==> src/hw/rtl/its_pkg.sv <==
// Shared types, constants and the key ordering function for the index tracking sorter.
`default_nettype none

package its_pkg;

  localparam int KEY_W         = 32;
  localparam int IDX_W         = 5;
  localparam int MAX_ITEMS_DEF = 32;

  // Controller to datapath commands.
  typedef struct packed {
    logic load;   // write the accepted key into the store
    logic start;  // open a sort pass: latch count, direction, flag; clear cells
    logic read;   // read the next stored key toward the insertion row
    logic shift;  // result taken: advance the cell row by one
  } its_cmd_t;

  // Datapath to controller status.
  typedef struct packed {
    logic rd_last;    // the read in progress is the final one of the set
    logic emit_last;  // the head cell holds the final result of the set
  } its_status_t;

  // True when key a leaves strictly before key b.
  function automatic logic its_before(input logic [KEY_W-1:0] a,
                                      input logic [KEY_W-1:0] b,
                                      input logic             desc);
    logic gt;
    logic lt;
    gt = $signed(a) > $signed(b);
    lt = $signed(a) < $signed(b);
    return desc ? gt : lt;
  endfunction

endpackage

`default_nettype wire

==> src/hw/rtl/its_ctrl.sv <==
// Controller state machine for the index tracking sorter.
`default_nettype none

module its_ctrl import its_pkg::*; (
  input  wire logic        clk,
  input  wire logic        rst,
  input  wire logic        in_valid,
  input  wire logic        is_last,
  input  wire logic        out_stall,
  input  wire its_status_t status,
  output logic             in_stall,
  output logic             out_valid,
  output its_cmd_t         cmd
);

  localparam logic [2:0] ST_LOAD  = 3'd0;
  localparam logic [2:0] ST_START = 3'd1;
  localparam logic [2:0] ST_SORT  = 3'd2;
  localparam logic [2:0] ST_FLUSH = 3'd3;
  localparam logic [2:0] ST_EMIT  = 3'd4;

  logic [2:0] state;
  logic [2:0] state_next;
  logic       in_acc;
  logic       out_acc;

  assign in_stall  = (state != ST_LOAD);
  assign out_valid = (state == ST_EMIT);
  assign in_acc    = in_valid && !in_stall;
  assign out_acc   = out_valid && !out_stall;

  always_comb begin
    cmd        = '0;
    state_next = state;
    case (state)
      ST_LOAD: begin
        cmd.load = in_acc;
        if (in_acc && is_last) begin
          state_next = ST_START;
        end
      end
      ST_START: begin
        cmd.start  = 1'b1;
        state_next = ST_SORT;
      end
      ST_SORT: begin
        cmd.read = 1'b1;
        if (status.rd_last) begin
          state_next = ST_FLUSH;
        end
      end
      ST_FLUSH: begin
        // last key read lands in the row this cycle
        state_next = ST_EMIT;
      end
      ST_EMIT: begin
        cmd.shift = out_acc;
        if (out_acc && status.emit_last) begin
          state_next = ST_LOAD;
        end
      end
      default: begin
        state_next = ST_LOAD;
      end
    endcase
  end

  always_ff @(posedge clk) begin
    if (rst) begin
      state <= ST_LOAD;
    end else begin
      state <= state_next;
    end
  end

endmodule

`default_nettype wire

==> config.mk <==
export PLATFORM = sky130hd
export DESIGN_NAME = its_ctrl
export DESIGN_NICKNAME = d
export VERILOG_FILES = /design/src/hw/rtl/its_pkg.sv /design/src/hw/rtl/its_ctrl.sv
export SDC_FILE = /design/constraint.sdc
export NUM_CORES = 1
export LEC_CHECK = 0
export BUFFER_PORTS_ARGS = -buffer_cell sky130_fd_sc_hd__buf_2
export CAP_MARGIN = 20
export CORE_AREA = 2 2 39 41
export CTS_CLUSTER_SIZE = 16
export DETAILED_ROUTE_END_ITERATION = 6
export DIE_AREA = 0 0 41 43
export SLEW_MARGIN = 20
export SYNTH_ARGS = -nofsm -noshare
export SYNTH_HDL_FRONTEND = slang
export SYNTH_SLANG_ARGS = --single-unit
==> constraint.sdc <==
create_clock -name clk -period 2.85 [get_ports clk]
set_input_delay 0.285 -clock clk [delete_from_list [all_inputs] [get_ports clk]]
set_output_delay 0.285 -clock clk [all_outputs]
set_load 0.02 [all_outputs]
==> metrics.md <==
| Metric | Value |
|---|---|
| Status | `finished clean` |
| Slew Limit Fails | `0` |
| Largest Register | `state` |
| Final TNS setup | `0 ps` |
| Area delta synth->final | `61.6%` |
| Post-DP Area | `approximately 250 um^2` |
| Number of synthesized flops with an enable pin | `0` |
| Most common cell after layout, fill and taps aside | `buf_2` |
| Critical path's slowest cell | `or3_2` |
| Final Power | `153 uW` |
| MaxCap Viol Count | `0` |
| Worst clock skew | `around 1.6 ps` |
| Psw | `~42 uW` |
| Crit Path Max Fanout | `8` |
| Syn Nets | `26` |
| Largest register FFs | `3` |
| Warning count from the yosys run | `0` |
| Synthesized flop and latch total | `3` |
| Ant. Diodes | `0` |
| Final ANT Viol Nets | `0` |
| Largest net degree at the start of global routing | `9` |
| Initial DRC count | `2` |
| GPL Wtd Cong | `roughly 0.67` |
| Total grt overflow | `0` |
| Hold Path Class | `input port to flip-flop` |
| Crit end category | `output pin` |
| Latest clock arrival within the worst-skew pair | `around 230 ps` |
| FFs w/ async S/R, synth | `0` |
| Flop2flop setup slack | `between 1500 and 2000 ps` |
| RSZ-0062 raised after global routing | `no` |
| Initial antenna violation count | `0` |
| Crit path largest cell delay | `around 500 ps` |
| F_max | `between 600 and 700 MHz` |
| Initial DRT Pass Iterations | `3` |
| Vias/cell | `about 3.8` |
| Top Registers | `state x3` |
| Crit path cell chain | `or3_2, nor2_1, buf_2` |
| Via Count | `~200` |
| WS Path Type | `flip-flop to output pin` |
| Worst-path clk slew | `around 40 ps` |
| Worst Tran Pin Value | `approximately 300 ps` |
| Fin crit period | `between 1500 and 2000 ps` |
| Core area | `between 1000 and 1500 um^2` |
| Core Rows | `14` |
| DRC viols | `0` |
| NumNets Final | `between 40 and 50` |
| Fin. Hold Viols | `0` |
| Hpwl dp | `~310 um` |
| Peak VDD IR | `between 0.0001 and 0.00015 V` |
| Worst rel slew slack | `0.794` |
| Clock sinks | `3` |
| Syn_area_per_cell | `9.09 um^2` |
| Comb power frac | `0.188` |
| Port buffer count | `12` |
| Final Instance Area | `around 280 um^2` |
| Pwr Density | `547 nW/um^2` |
| Sequential fraction of the synthesis area | `0.348` |
| Die area | `approximately 1800 um^2` |
| CP Data Arrival Time | `roughly 1400 ps` |
| Setup Viol. Count Final | `0` |
| CTS Buf Count | `3` |
| DR WL/cell | `roughly 8.4 um` |
| Hold_buf cts | `0` |
| Sw Share | `0.275` |
| CTS tree | `done` |
| Starting Density | `0.125` |
| P_int | `approximately 110 uW` |
| # resized after CTS | `0` |
| First-pass GRT wire length | `586 um` |
| Longest Clk Path Bufs | `2` |
| Mapped Area | `around 170 um^2` |
| Layout cells sized above 1 | `0.514` |
| Unique masters post-synth | `14` |
| Final core occ | `0.202` |
| Synth Instances | `19` |
| Static Leak | `~0.14 nW` |
| Root Buffer Master | `clkbuf_4` |
| Die Height | `approximately 43 um` |
| # H-tree levels | `1` |
| Commonest non-fill, non-tap cells in the layout | `12 x buf_2, 3 x clkbuf_4, 3 x dfxtp_1` |
| WP data required | `between 2000 and 3000 ps` |
| Ratio of final minimum period to clock period | `0.576` |
| Post-CTS setup buffer count | `0` |
| CP Launch Type | `flip-flop` |
| Sequential cell fraction of total power | `0.321` |
| IO Pins | `13` |
| Final wirelength | `around 430 um` |
| Number of global-route vias before repair | `between 100 and 150` |
| Die width | `41 um` |
| All-layer global routing usage | `0.0582` |
| Dominant synthesized flop cell | `dfxtp_1` |
| Clock share of power | `0.491` |
per-layer routing:
layer  part of all wire  wire [um]  global-route usage
met1               0.50        215              0.0705
met2               0.37        160              0.0469
met3              0.091         39              0.0314
met4              0.033         14               0.100
met5                  0          0                   0
worst max-delay path: cells and delay by family, from the launching register on:
kind	cells	cell delay [ps]
flops	1	370
simple gates	2	590
buf+inv	1	160
synthesized netlist by cell type, types with 2 or more instances:
master | count | area (um^2)
dfxtp_1 | 3 | 60.1
inv_1 | 2 | 7.51
nor2_1 | 2 | 7.51
nor3b_1 | 2 | 15.0
path summary, 6_finish.rpt:
| kind | from | endpoint | cells past startpoint |
|---|---|---|---|
| max | state[1] | cmd[3] | 3 |
| min | rst | state[1] | 2 |
| max reg2reg | state[1] | state[2] | 2 |
| min reg2reg | state[2] | state[1] | 1 |
layout make-up:
cell class,count,area (um^2)
fill,151,1100
multi-input combinational,14,105
sequential,3,60.1
timing repair buffer,12,60.1
clock buffer,4,26.3
tap,16,20.0
inverter,2,7.51
logic make-up after synthesis:
logic type | synth area share
flip-flops | 0.348
XOR/XNOR | 0.0507
AND/OR/NAND/NOR | 0.435
buffers and inverters | 0.0435
AO/OA/AOI/OAI | 0.123
stage by stage:
| step | setup WS, ps | cells | hold slack [ps] |
|---|---|---|---|
| final | 1210 | 51 | 269 |
| after detailed placement | 1460 | 47 | 516 |
| after global routing | 1110 | 51 | 278 |
| after floorplan | 1340 | 19 | 362 |
| after global placement | 1470 | 47 | 508 |
| after CTS | 1200 | 51 | 268 |
power by group through the flow:
stage	combinational, mW	clock [mW]	sequential [mW]
2_1_floorplan	0.0182	0	0.0483
3_3_place_gp	0.0286	0	0.0493
3_5_place_dp	0.0289	0	0.0494
4_1_cts	0.0292	0.0781	0.0490
5_1_grt	0.0315	0.0830	0.0496
6_report	0.0288	0.0750	0.0490
Note: power is estimated with default switching activity, not from simulation.
